### src/rtl/mpd_pkg.sv
// ----------------------------------------------------------------------------
// mpd_pkg
// shared widths, register indexes, reset values and types for the detector
// ----------------------------------------------------------------------------
package mpd_pkg;

  localparam int COUNT_WIDTH = 24;
  localparam int CFG_WIDTH   = 24;
  localparam int CFG_IDX_W   = 1;
  localparam int TDATA_W     = 8;

  typedef logic [COUNT_WIDTH-1:0] count_t;
  typedef logic [CFG_WIDTH-1:0]   cfg_word_t;
  typedef logic [CFG_IDX_W-1:0]   cfg_idx_t;

  localparam cfg_idx_t REG_MISS_TIMEOUT = 1'd0;
  localparam cfg_idx_t REG_SETTLE       = 1'd1;

  localparam cfg_word_t MISS_TIMEOUT_RST = 24'd10000;
  localparam cfg_word_t SETTLE_RST       = 24'd500000;

  typedef struct packed {
    cfg_word_t miss_timeout;
    cfg_word_t settle;
  } cfg_t;

  typedef struct packed {
    logic valid;
    logic path_open;
  } result_t;

  // saturating increment
  function automatic count_t count_up(input count_t v);
    count_t r;
    r = (&v) ? v : count_t'(v + 1'b1);
    return r;
  endfunction

endpackage

### src/rtl/mpd_cfg_regs.sv
// ----------------------------------------------------------------------------
// mpd_cfg_regs
// timeout and settle registers with a plain write port
// ----------------------------------------------------------------------------
module mpd_cfg_regs
  import mpd_pkg::*;
(
  input  logic      clk,
  input  logic      rst_n,
  input  logic      cfg_we,
  input  cfg_idx_t  cfg_addr,
  input  cfg_word_t cfg_wdata,
  output cfg_t      cfg
);

  cfg_word_t miss_timeout_r;
  cfg_word_t settle_r;

  always_ff @(posedge clk) begin
    if (!rst_n) begin
      miss_timeout_r <= MISS_TIMEOUT_RST;
      settle_r       <= SETTLE_RST;
    end else if (cfg_we) begin
      case (cfg_addr)
        REG_MISS_TIMEOUT: miss_timeout_r <= cfg_wdata;
        REG_SETTLE:       settle_r       <= cfg_wdata;
        default: ;
      endcase
    end
  end

  assign cfg.miss_timeout = miss_timeout_r;
  assign cfg.settle       = settle_r;

endmodule

### src/rtl/mpd_core.sv
// ----------------------------------------------------------------------------
// mpd_core
// missing-pulse timer, settle timer and path state, one tick per beat
// ----------------------------------------------------------------------------
module mpd_core
  import mpd_pkg::*;
(
  input  logic    clk,
  input  logic    rst_n,
  input  logic    tick,
  input  logic    pulse_edge,
  input  cfg_t    cfg,
  output result_t res
);

  logic   path_open_r,     path_open_nxt;
  count_t miss_elapsed_r,  miss_elapsed_nxt;
  logic   miss_armed_r,    miss_armed_nxt;
  count_t settle_elapsed_r, settle_elapsed_nxt;
  logic   settle_armed_r,  settle_armed_nxt;
  logic   first_pending_r, first_pending_nxt;

  always_comb begin
    logic   settle_restart;
    count_t miss_inc;
    count_t settle_inc;
    settle_restart     = 1'b0;
    miss_inc           = count_up(miss_elapsed_r);
    settle_inc         = count_up(settle_elapsed_r);
    path_open_nxt      = path_open_r;
    miss_elapsed_nxt   = miss_elapsed_r;
    miss_armed_nxt     = miss_armed_r;
    settle_elapsed_nxt = settle_elapsed_r;
    settle_armed_nxt   = settle_armed_r;
    first_pending_nxt  = first_pending_r;
    res.valid          = 1'b0;
    res.path_open      = path_open_r;

    if (pulse_edge) begin
      miss_elapsed_nxt = '0;
      miss_armed_nxt   = 1'b1;
      if (!path_open_r) begin
        path_open_nxt  = 1'b1;
        settle_restart = 1'b1;
      end
    end else if (miss_armed_r) begin
      miss_elapsed_nxt = miss_inc;
      if (miss_inc >= count_t'(cfg.miss_timeout)) begin
        miss_armed_nxt = 1'b0;
        path_open_nxt  = 1'b0;
        settle_restart = 1'b1;
      end
    end

    if (settle_restart) begin
      settle_elapsed_nxt = '0;
      settle_armed_nxt   = 1'b1;
    end else if (settle_armed_r) begin
      settle_elapsed_nxt = settle_inc;
      if (settle_inc >= count_t'(cfg.settle)) begin
        settle_armed_nxt  = 1'b0;
        res.valid         = tick && !first_pending_r;
        first_pending_nxt = 1'b0;
      end
    end
    res.path_open = path_open_nxt;
  end

  always_ff @(posedge clk) begin
    if (!rst_n) begin
      path_open_r      <= 1'b0;
      miss_elapsed_r   <= '0;
      miss_armed_r     <= 1'b1;
      settle_elapsed_r <= '0;
      settle_armed_r   <= 1'b0;
      first_pending_r  <= 1'b1;
    end else if (tick) begin
      path_open_r      <= path_open_nxt;
      miss_elapsed_r   <= miss_elapsed_nxt;
      miss_armed_r     <= miss_armed_nxt;
      settle_elapsed_r <= settle_elapsed_nxt;
      settle_armed_r   <= settle_armed_nxt;
      first_pending_r  <= first_pending_nxt;
    end
  end

`ifndef SYNTHESIS
  a_pulse_opens: assert property (@(posedge clk) disable iff (!rst_n)
    (tick && pulse_edge) |=> (path_open_r && miss_armed_r && miss_elapsed_r == '0))
    else $error("pulse did not open the path and re-arm the miss timer");

  a_report_needs_settle: assert property (@(posedge clk) disable iff (!rst_n)
    res.valid |-> (settle_armed_r && !first_pending_r))
    else $error("report without an armed settle timer");

  a_report_disarms: assert property (@(posedge clk) disable iff (!rst_n)
    res.valid |=> !settle_armed_r)
    else $error("settle timer still armed after a report");

  a_miss_closes: assert property (@(posedge clk) disable iff (!rst_n)
    (tick && $fell(miss_armed_nxt) && !pulse_edge) |=> !path_open_r)
    else $error("miss timeout did not close the path");
`endif

endmodule

### src/rtl/mpd_out_stage.sv
// ----------------------------------------------------------------------------
// mpd_out_stage
// result register on the output stream, accepts a new beat while draining
// ----------------------------------------------------------------------------
module mpd_out_stage
  import mpd_pkg::*;
(
  input  logic               clk,
  input  logic               rst_n,
  input  result_t            res,
  output logic               load_ready,
  output logic               out_tvalid,
  input  logic               out_tready,
  output logic [TDATA_W-1:0] out_tdata
);

  logic out_valid_r, out_valid_nxt;
  logic out_open_r;

  assign load_ready = !out_valid_r || out_tready;

  always_comb begin
    out_valid_nxt = out_valid_r;
    if (out_tready) begin
      out_valid_nxt = 1'b0;
    end
    if (res.valid) begin
      out_valid_nxt = 1'b1;
    end
  end

  always_ff @(posedge clk) begin
    if (!rst_n) begin
      out_valid_r <= 1'b0;
    end else begin
      out_valid_r <= out_valid_nxt;
    end
  end

  always_ff @(posedge clk) begin
    if (res.valid) begin
      out_open_r <= res.path_open;
    end
  end

  assign out_tvalid = out_valid_r;
  assign out_tdata  = {{(TDATA_W-1){1'b0}}, out_open_r};

endmodule

### src/rtl/missing_pulse_presence_detector_unit.sv
// ----------------------------------------------------------------------------
// missing_pulse_presence_detector_unit
// missing-pulse detector with a settle filter on a tick stream
// ----------------------------------------------------------------------------
// Each input beat is one time tick, in_tdata[0] set when a receiver edge was
// seen. An edge re-arms the miss timer and opens the path; a miss timeout
// closes it; after settle_ticks of a new state the state is reported once on
// the output stream (out_tdata[0], 1 open), the first report after reset is
// dropped. The block holds one register stage for state and one output
// register, so a beat is taken each cycle while the output register is
// empty or being read; a pending result stalls the input only while
// out_tready is low. Write registers only while the block is idle.
module missing_pulse_presence_detector_unit
  import mpd_pkg::*;
(
  input  logic               clk,
  input  logic               rst_n,
  input  logic               in_tvalid,
  output logic               in_tready,
  input  logic [TDATA_W-1:0] in_tdata,   // [0] pulse_edge
  output logic               out_tvalid,
  input  logic               out_tready,
  output logic [TDATA_W-1:0] out_tdata,  // [0] path_open_report
  input  logic               cfg_we,
  input  cfg_idx_t           cfg_addr,
  input  cfg_word_t          cfg_wdata
);

  cfg_t    cfg;
  result_t res;
  logic    load_ready;
  logic    tick;

  assign in_tready = load_ready;
  assign tick      = in_tvalid && load_ready;

  mpd_cfg_regs u_cfg (
    .clk       (clk),
    .rst_n     (rst_n),
    .cfg_we    (cfg_we),
    .cfg_addr  (cfg_addr),
    .cfg_wdata (cfg_wdata),
    .cfg       (cfg)
  );

  mpd_core u_core (
    .clk        (clk),
    .rst_n      (rst_n),
    .tick       (tick),
    .pulse_edge (in_tdata[0]),
    .cfg        (cfg),
    .res        (res)
  );

  mpd_out_stage u_out (
    .clk        (clk),
    .rst_n      (rst_n),
    .res        (res),
    .load_ready (load_ready),
    .out_tvalid (out_tvalid),
    .out_tready (out_tready),
    .out_tdata  (out_tdata)
  );

endmodule

### config.mk
export PLATFORM = sky130hd
export DESIGN_NAME = missing_pulse_presence_detector_unit
export DESIGN_NICKNAME = d
export VERILOG_FILES = /design/src/rtl/mpd_pkg.sv /design/src/rtl/mpd_cfg_regs.sv /design/src/rtl/mpd_core.sv /design/src/rtl/mpd_out_stage.sv /design/src/rtl/missing_pulse_presence_detector_unit.sv
export SDC_FILE = /design/constraint.sdc
export NUM_CORES = 1
export LEC_CHECK = 0
export ABC_AREA = 0
export BUFFER_PORTS_ARGS = -buffer_cell sky130_fd_sc_hd__buf_2
export CORE_ASPECT_RATIO = 0.5
export CORE_MARGIN = 1.5
export CORE_UTILIZATION = 45
export DETAILED_ROUTE_END_ITERATION = 8
export MAX_ROUTING_LAYER = met4
export PLACE_DENSITY = 0.72
export RECOVER_POWER = 50
export SYNTH_ARGS = -nofsm -noshare
export SYNTH_HDL_FRONTEND = slang
export SYNTH_SLANG_ARGS = --single-unit
### constraint.sdc
create_clock -name clk -period 3.53 [get_ports clk]
set_input_delay 0.706 -clock clk [delete_from_list [all_inputs] [get_ports clk]]
set_output_delay 0.706 -clock clk [all_outputs]
set_load 0.01 [all_outputs]
== After elaboration in Yosys (flattened, before gate mapping) ==
Cells that the tools add are included.

* Flip-flop bits (word level): 102
* Bits in latches: 0
* Memory bits (writable): 0
* Bits in read-only memories: 0
* Bits of input ports: 38
* Output and inout port bits: 10
* Word-level logic and storage cells: 55
* Memories: 0

* $add $sub $neg: 2
* Multiply operators: 0
* Divide/modulo/power cells: 0
* Order comparisons: 2
* Equal/unequal tests: 0
* Shifts and indexed selects: 0
* Mux-type cells: 24
* Bitwise gates (word level): 2
* Reduce and logical (&&, ||, !) cells: 15

{| class="wikitable"
|+ Operators with widths
! cell !! number
|-
| 2-to-1 mux 24 bit || 6
|-
| adder 24 x 1 -> 24 bit, second input constant || 2
|-
| >= comparator 24 bit || 2
|-
| AND reduction 24 bit || 2
|-
| 2-to-1 mux 1 bit || 18
|-
| AND reduction 2 bit || 4
|-
| nonzero test 2 bit || 3
|-
| AND reduction 4 bit || 1
|-
| logical AND 1 bit || 2
|-
| zero test 1 bit || 2
|-
| NOT 1 bit || 2
|-
| logical OR 1 bit || 1
|}

== Longest topological paths before layout ==
Gate-level depths: netlist of the first run.

* Depth after elaboration: 8
* Gate-level depth with buffers: 17
* Gate-level depth less buffers: 14

== Modules after synthesis ==
Synthesis of the first run repeated with hierarchy kept, for this count alone.

* Cell total of the unflattened synthesis: 778
* Area, all modules: 6,520.0 sq um

{| class="wikitable"
|+ By module, submodules not included
! module !! instances !! cells an instance !! area an instance (sq um) !! sequential area each (sq um)
|-
| mpd_core || 1 || 565 || 4,434.3 || 1,041.0
|-
| mpd_cfg_regs || 1 || 198 || 1,936.9 || 960.9
|-
| mpd_out_stage || 1 || 14 || 142.6 || 50.0
|-
| missing_pulse_presence_detector_unit || 1 || 1 || 6.3 || 0.0
|}

== Worst setup path before layout of the first run ==
OpenSTA, ideal clock, no wires.

* Path type: register to register
* Start: register u_core.miss_elapsed_r[0]
* End: register u_out.out_open_r (enable)
* Setup time: 0.291 ns
* Arrival time: 3.483 ns
* Required time: 3.239 ns
* Path slack: -0.244 ns
* Stages on the path, launching flop included: 15
* Buffers on the path: 1
* Period minus slack after synthesis: 3.774 ns
* Path through: dfxtp_1 > ha_1 > nand2_1 > and4bb_1 > buf_2 > nor4_2 > and3_1 > xor2_1 > ha_1 > and4_1 > a221oi_2 > o211ai_4 > a21o_1 > or4_4 > inv_1

* Word-level cells in the longest chain between the ends: 7
* Elaborated cells between the ends (all ways): 8
* Classes of those cells: add/sub (1); order compare (1); mux (5); reduce/logical (1)

{| class="wikitable"
|+ Ends and longest elaborated chain
! what !! line !! source
|-
| start, declared || mpd_core.sv:17 || <nowiki>count_t miss_elapsed_r, miss_elapsed_nxt;</nowiki>
|-
| start signal, assigned || mpd_core.sv:79 || <nowiki>miss_elapsed_r <= miss_elapsed_nxt;</nowiki>
|-
| adder 24 x 1 -> 24 bit or AND reduction 24 bit (tied branches) || mpd_pkg.sv:35 || <nowiki>r = (&v) ? v : count_t'(v + 1'b1);</nowiki>
|-
| 2-to-1 mux 24 bit * || mpd_pkg.sv:35 ||
|-
| >= comparator 24 bit * || mpd_core.sv:48 || <nowiki>if (miss_inc >= count_t'(cfg.miss_timeout)) begin</nowiki>
|-
| 2-to-1 mux 1 bit * || mpd_core.sv:48 ||
|-
| 2-to-1 mux 1 bit * || mpd_core.sv:46 || <nowiki>end else if (miss_armed_r) begin</nowiki>
|-
| 2-to-1 mux 1 bit * || mpd_core.sv:39 || <nowiki>if (pulse_edge) begin</nowiki>
|-
| 2-to-1 mux 1 bit * || mpd_core.sv:55 || <nowiki>if (settle_restart) begin</nowiki>
|-
| end signal, assigned || mpd_out_stage.sv:42 || <nowiki>out_open_r <= res.path_open;</nowiki>
|-
| end, declared || mpd_out_stage.sv:18 || <nowiki>logic out_open_r;</nowiki>
|}

Mark *: on every way between the ends. The rest lies on a longest branch, timed or not.
A chain may end at the register's enable or synchronous reset.

== Worst setup path after layout of the first run ==
Ends and elaborated chain as after synthesis.

==> impl_metrics.yaml, run 1 <==
logic_synthesis:
  synth_cells: 764
  ys.flop_type: "dfxtp_1"
  synth_seq_cells: 102
  seq_area_frac_synth: 0.337
  yosys_warnings: 0
  avgSynthCellArea_um2: 7.97
  ys_async_sr_fraction: 0
  synth_cell_types: 68
  synth_edf_count: 1
  netlist_area_um2: 6090
  synth_area_leaders: "dfxtp_1 33%, ha_1 10%, nand2_1 9.0%"
  synth_top_area_cell: "dfxtp_1"
  synth_top_area_frac: 0.332
setup_path:
  worst_ep_arrival_time_ns: 3.75
  worst-endpoint-required_ns: 3.60
  cp_cell_sequence: "ha_4 > nand2_4 > and4bb_4 > buf_4 > nor4_4 > nor2b_4 > xnor2_1 > ha_1 > and4_1 > a221oi_2 > o211ai_4 > a21o_1 > or4_4 > inv_2"
  worstSetupEndpointType: "register"
  cpMaxStageDelayCell: "or4_4"
  start_kind: "register"
  max_stage_delay_ns: 0.44
  crit_type: "register to register"
  crit_fanout: 4
  rr_worst_depth: 14
cells_and_area:
  drive_gt1_frac: 0.244
  multi_input_area_um2: 3870
  regArea_um2: 2060
  nNetsFinal: 969
  fillerInstances: 1107
  syn_to_final_growth_pct: 25.8
global_route:
  grt-ovfl-total: 0
  antenna_found_initial: 1
  grt_max_degree: 50
  grt_pass1_wl_mm: 25.7
  track_usage: 0.227
  first_global_vias: 5549
floorplan:
  die-area_um2: 14300
  row_count: 29
  coreArea_um2: 12900
  die_h_um: 85.3
  io_pins: 48
  initial_core_util: 0.471
  die_w_um: 168
sta:
  finalMaxSlewViolations: 30
  hold_viol_final: 0
  finalClockSkew_ns: 0.00497
  period_needed_ns: 3.68
  hold_ws_ns: 0.456
  clock.fmax_mhz: 272
  setup_slack_ns: -0.152
  setup_viol: 18
  slew_headroom: -0.150
  fin_setup_tns_ns: -1.24
  tightest_slew_ns: 1.72
  grt_setup_unrepaired: "true"
  period_share: 1.04
route:
  antenna_left: 0
  num_vias: 5719
  drc: 0
  wl_per_cell_um: 14.7
  dr.first_iter.drc_count: 379
  first_pass_iters: 5
  viasPerCell: 5.42
  wl_mm: 15.5
placement:
  pre_cts_ws_ns: -0.235
  dpl.hpwl_mm: 10.9
  gp_congestion: 0.864
  portBuffers: 33
power_and_ir_drop:
  report.power.total_mw: 2.41
  powerDensity_nw_per_um2: 315
  p_leak_nw: 3.35
  ir_drop_mv: 0.243
clock_network:
  cts_buffers: 9
  clk_pin_slew_ns: 0.07
  clk_latency_ns: 0.35
  cts_root_buf: "clkbuf_16"
  hold_buffers: 0
  cts_sinks: 102
  cts_tree: "yes"
  ctsHtreeMaxLevel: 3
  cts_buffer_depth: 2
worst_hold_path:
  min_path_cells: 2
  hold_class: "register to register"
status:
  violations: "capacitance limit, slew limit, setup timing"
  outcome: "complete, but fails checks"
flow_run:
  cap_violations: 1
[cell usage after synthesis (4+ instances only)]
cell,instances
a21oi_1,70
buf_4,9
nand3_1,27
clkbuf_1,23
a22oi_1,7
nand2_1,146
nand2b_1,4
nand4_1,16
dfxtp_1,101
nor2_1,38
nor2b_1,10
a22o_1,18
o21ai_0,18
xor2_1,19
o21ai_1,10
a21o_1,4
nor4_1,4
a31oi_1,5
inv_1,55
or3_1,4
buf_2,7
o211ai_1,12
and4_1,6
xnor2_1,23
ha_1,50
and3_1,10
nor3_1,9
[worst paths after layout]
check / startpoint / to / slack, ns
worst max register to register: u_core.miss_elapsed_r[0]$_SDFFE_PN0P_ / u_out.out_open_r$_DFFE_PP_ / -0.15
worst min-delay path: u_cfg.settle_r[11]$_SDFFE_PN0P_ / u_cfg.settle_r[11]$_SDFFE_PN0P_ / 0.46
worst min register to register: u_cfg.settle_r[11]$_SDFFE_PN0P_ / u_cfg.settle_r[11]$_SDFFE_PN0P_ / 0.46
worst max-delay path: u_core.miss_elapsed_r[0]$_SDFFE_PN0P_ / u_out.out_open_r$_DFFE_PP_ / -0.15
[cells by family (layout without fill, tap and decap cells)]
family                   Yosys count  in the layout  synth area share
flip-flops                       102            102             0.337
XOR/XNOR                          42             42            0.0604
AO/OA/AOI/OAI                    171            171             0.189
other                              1              8          0.000616
buffers and inverters             97            212            0.0668
adder cells (fa/ha/maj)           50             50             0.103
AND/OR/NAND/NOR                  296            296             0.235
multiplexers                       5              5           0.00863
[sequential cells by signal, summed over array words and instances (netlist names)]
signal and cells:
u_core.miss_armed_r 1, u_cfg.settle_r 24, u_out.out_open_r 1, u_core.miss_elapsed_r 24
u_out.out_tvalid 1, u_core.first_pending_r 1, u_cfg.miss_timeout_r 24, u_core.path_open_r 1
u_core.settle_elapsed_r 24, u_core.settle_armed_r 1
[placed cells by master (no fill, tap or decap), types with 6 or more instances in the layout]
cell and n:
nor2b_1 9, and4_1 6, ha_1 47, a22oi_1 7, nand4_1 16, a21oi_2 6, inv_1 54, and3_1 9
nand2_1 145, xor2_1 17, nand3_1 23, buf_2 29, o21ai_1 11, a21oi_1 66, dfxtp_1 92, xnor2_1 18
a22o_1 18, conb_1 7, clkbuf_16 9, o211ai_1 12, nor3_1 7, nor2_1 35, dfxtp_2 9, buf_4 103
o21ai_0 15
[final cells by class]
cell class | count | area share
Inverter | 56 | 0.0274
Clock inverter | 4 | 0.00621
Clock buffer | 11 | 0.0317
Tap cell | 170 | 0.0278
Timing Repair Buffer | 141 | 0.131
Sequential cell | 102 | 0.269
Multi-Input combinational cell | 571 | 0.506
Antenna cell | 1 | 0.000327
[stage by stage]
step | instance area, µm² | util | std cells
finish | 7660 | 0.593 | 1056
floorplan | 6130 | - | 770
global placement | 7070 | 0.548 | 1031
global route | 7660 | 0.593 | 1056
detailed placement | 7070 | 0.548 | 1031
CTS | 7470 | 0.578 | 1049
[power by group]
| group | switching (mW) | internal, mW | leakage [nW] | total (mW) |
|---|---|---|---|---|
| clock | 0.424 | 0.563 | 0.141 | 0.987 |
| sequential | 0.0150 | 1.18 | 0.835 | 1.20 |
| combinational | 0.146 | 0.0822 | 2.38 | 0.228 |
| total | 0.584 | 1.83 | 3.35 | 2.41 |
[per-layer routing]
metal,part of all wire,up-vias,global-route usage,wire length (µm)
met1,0.46,2679,0.272,7160
met3,0.041,26,0.0387,635
met5,0,-,-,0
li1,-,2874,-,-
met2,0.48,140,0.395,7440
met4,0.018,0,0.0688,272
[critical path, delay by kind of cell (launching register included)]
kind	cells	cell delay, ns
AOI/OAI and AO/OA	3	0.70
xor gates and xnor gates	1	0.15
adders and majority gates	2	0.46
buffers and inverters	2	0.22
DFF	1	0.34
and+or+nand+nor	6	1.53
[repair_timing]
| item | in CTS | in global routing |
|---|---|---|
| pin swaps | 25 | 23 |
| setup buffers | 3 | 6 |
| setup endpoints to repair | 28 | 30 |
| resized for setup | 20 | 36 |
(Power assumes the default switching activity.)
==> run 2: changes to the inputs <==
Settings changed: CORE_UTILIZATION 45 to 55, PLACE_DENSITY 0.72 to 0.84.
==> run 2 against run 1 <==
The flow still finishes with violations (capacitance limit, slew limit, setup timing). Worst hold slack gained 0.0040 ns. Clock power grew 6%. Worst setup slack lost 0.22 ns. First-iteration DRC count grew 97%. Maximum frequency shrank 5.7%. Count of clock-buffer cells in the layout shrank 2. Final area grew 0.24%. Critical path depth grew 2. Flip-flop and latch count is the same. Critical path type unchanged. Critical endpoint is now u_core.settle_elapsed_r[18]$_SDFFE_PN0P_.
==> impl_metrics.yaml, run 2 (synthesis results as in run 1) <==
status:
  outcome: "complete, but fails checks"
  violations: "capacitance limit, slew limit, setup timing"
clock_network:
  cts_tree: "yes"
  hold_buffers: 0
  cts_root_buf: "clkbuf_16"
  cts_buffers: 9
  clk_pin_slew_ns: 0.07
  cts_buffer_depth: 2
  ctsHtreeMaxLevel: 3
  clk_latency_ns: 0.37
  cts_sinks: 102
cells_and_area:
  drive_gt1_frac: 0.236
  syn_to_final_growth_pct: 26.1
  n_antenna_cell: 0
  nNetsFinal: 969
  fin_util: 0.733
  final_cells: 1026
  layout_commonest_cell: "nand2_1"
  multi_input_area_um2: 3860
  fillerInstances: 648
  fin_area_um2: 7680
  final_cell_mix: "145 x nand2_1, 99 x buf_4, 94 x dfxtp_1"
  regArea_um2: 2060
power_and_ir_drop:
  report.power.total_mw: 2.50
  swShare: 0.267
  p_seq_frac: 0.481
  ir_drop_mv: 0.222
  power.internal_mw: 1.83
  power_frac_comb: 0.099
  power_frac_clock: 0.421
  p_leak_nw: 3.34
  powerDensity_nw_per_um2: 325
  p_switching_uw: 667
setup_path:
  start_kind: "register"
  cpMaxStageDelayCell: "or4_1"
  crit_fanout: 7
  worstSetupEndpointType: "register"
  crit_type: "register to register"
  worst_ep_arrival_time_ns: 4.21
  max_stage_delay_ns: 0.49
  worst-endpoint-required_ns: 3.83
  cp_cell_sequence: "nand4_1 > nor3_2 > and4bb_1 > buf_6 > nor3_4 > and3_4 > xor2_1 > ha_1 > a21oi_1 > o21ai_1 > a221oi_2 > o211ai_4 > a21o_1 > buf_4 > or4_1 > nand3_1"
placement:
  portBuffers: 33
  dpl.hpwl_mm: 11.3
  place_area_um2: 7010
  placedCellCount: 998
  pre_cts_ws_ns: -0.254
  gp_congestion: 0.872
sta:
  clock.fmax_mhz: 256
  finalMaxSlewViolations: 30
  period_share: 1.11
  hold_ws_ns: 0.460
  tightest_slew_ns: 1.74
  fin_setup_tns_ns: -8.56
  hold_viol_final: 0
  finalClockSkew_ns: 0.00909
  slew_headroom: -0.165
  setup_slack_ns: -0.375
  setup_viol: 30
  grt_setup_unrepaired: "true"
  period_needed_ns: 3.91
floorplan:
  io_pins: 48
  row_count: 26
  initial_core_util: 0.581
  coreArea_um2: 10500
  die_w_um: 152
  die_h_um: 77.4
  die-area_um2: 11800
route:
  wl_per_cell_um: 18.8
  num_vias: 6401
  wl_mm: 19.2
  drc: 0
  antenna_left: 0
  first_pass_iters: 6
  viasPerCell: 6.24
  dr.first_iter.drc_count: 746
global_route:
  track_usage: 0.304
  antenna_found_initial: 0
  grt_pass1_wl_mm: 28.0
  grt-ovfl-total: 0
  grt_max_degree: 51
  first_global_vias: 6079
flow_run:
  cap_violations: 1
worst_hold_path:
  hold_class: "register to register"
[run 2: cell types whose count changed in the layout (fill, tap and decap cells not counted), moves of 3 or more]
cell	delta
a21oi_2	-3
buf_4	-4
clkbuf_16	+3
a21oi_1	+3
[run 2: final cells by class]
class / instances / share of cell area
clock buffers: 9 / 0.0293
clock inverters: 7 / 0.0106
inverters: 56 / 0.0274
well taps: 140 / 0.0228
flip-flops and latches: 102 / 0.268
repair buffers: 141 / 0.139
multi-input cells: 571 / 0.503
[run 2: critical path: cells and delay by family (launching register included)]
family	cells	cell delay (ns)
adders and majority gates	1	0.29
xor gates and xnor gates	1	0.18
AOI/OAI and AO/OA	5	1.12
DFF	1	0.36
and+or+nand+nor	7	1.55
buffers and inverters	2	0.32
[run 2: what timing repair did]
item | 4_1_cts | 5_1_grt
hold endpoints to repair | 0 | 0
setup endpoints to repair | 29 | 30
buffers inserted | 4 | 5
pin swaps | 21 | 34
resized for setup | 20 | 26
cloned | 0 | 3
[run 2: worst paths after layout]
| kind | start | endpoint | slack [ns] | depth (start not counted) |
|---|---|---|---|---|
| worst min-delay path | u_core.first_pending_r$_SDFFE_PN1P_ | u_core.first_pending_r$_SDFFE_PN1P_ | 0.46 | 2 |
| worst max-delay path | u_core.miss_elapsed_r[19]$_SDFFE_PN0P_ | u_core.settle_elapsed_r[18]$_SDFFE_PN0P_ | -0.38 | 16 |
| worst max register to register | u_core.miss_elapsed_r[19]$_SDFFE_PN0P_ | u_core.settle_elapsed_r[18]$_SDFFE_PN0P_ | -0.38 | 16 |
| worst min register to register | u_core.first_pending_r$_SDFFE_PN1P_ | u_core.first_pending_r$_SDFFE_PN1P_ | 0.46 | 2 |
[run 2: layer usage]
metal	wire [µm]	track usage	vias up
met4	1170	0.152	0
met1	7460	0.340	2988
met3	1600	0.0749	147
met5	0	-	-
li1	-	-	2875
met2	9020	0.513	391
[run 2: power groups by stage]
stage | logic [mW] | registers, mW | clock network (mW)
after global routing | 0.267 | 1.20 | 1.10
final | 0.247 | 1.20 | 1.05
after global placement | 0.206 | 1.22 | 0
after CTS | 0.223 | 1.20 | 1.04
after floorplan | 0.151 | 1.22 | 0
after detailed placement | 0.217 | 1.22 | 0
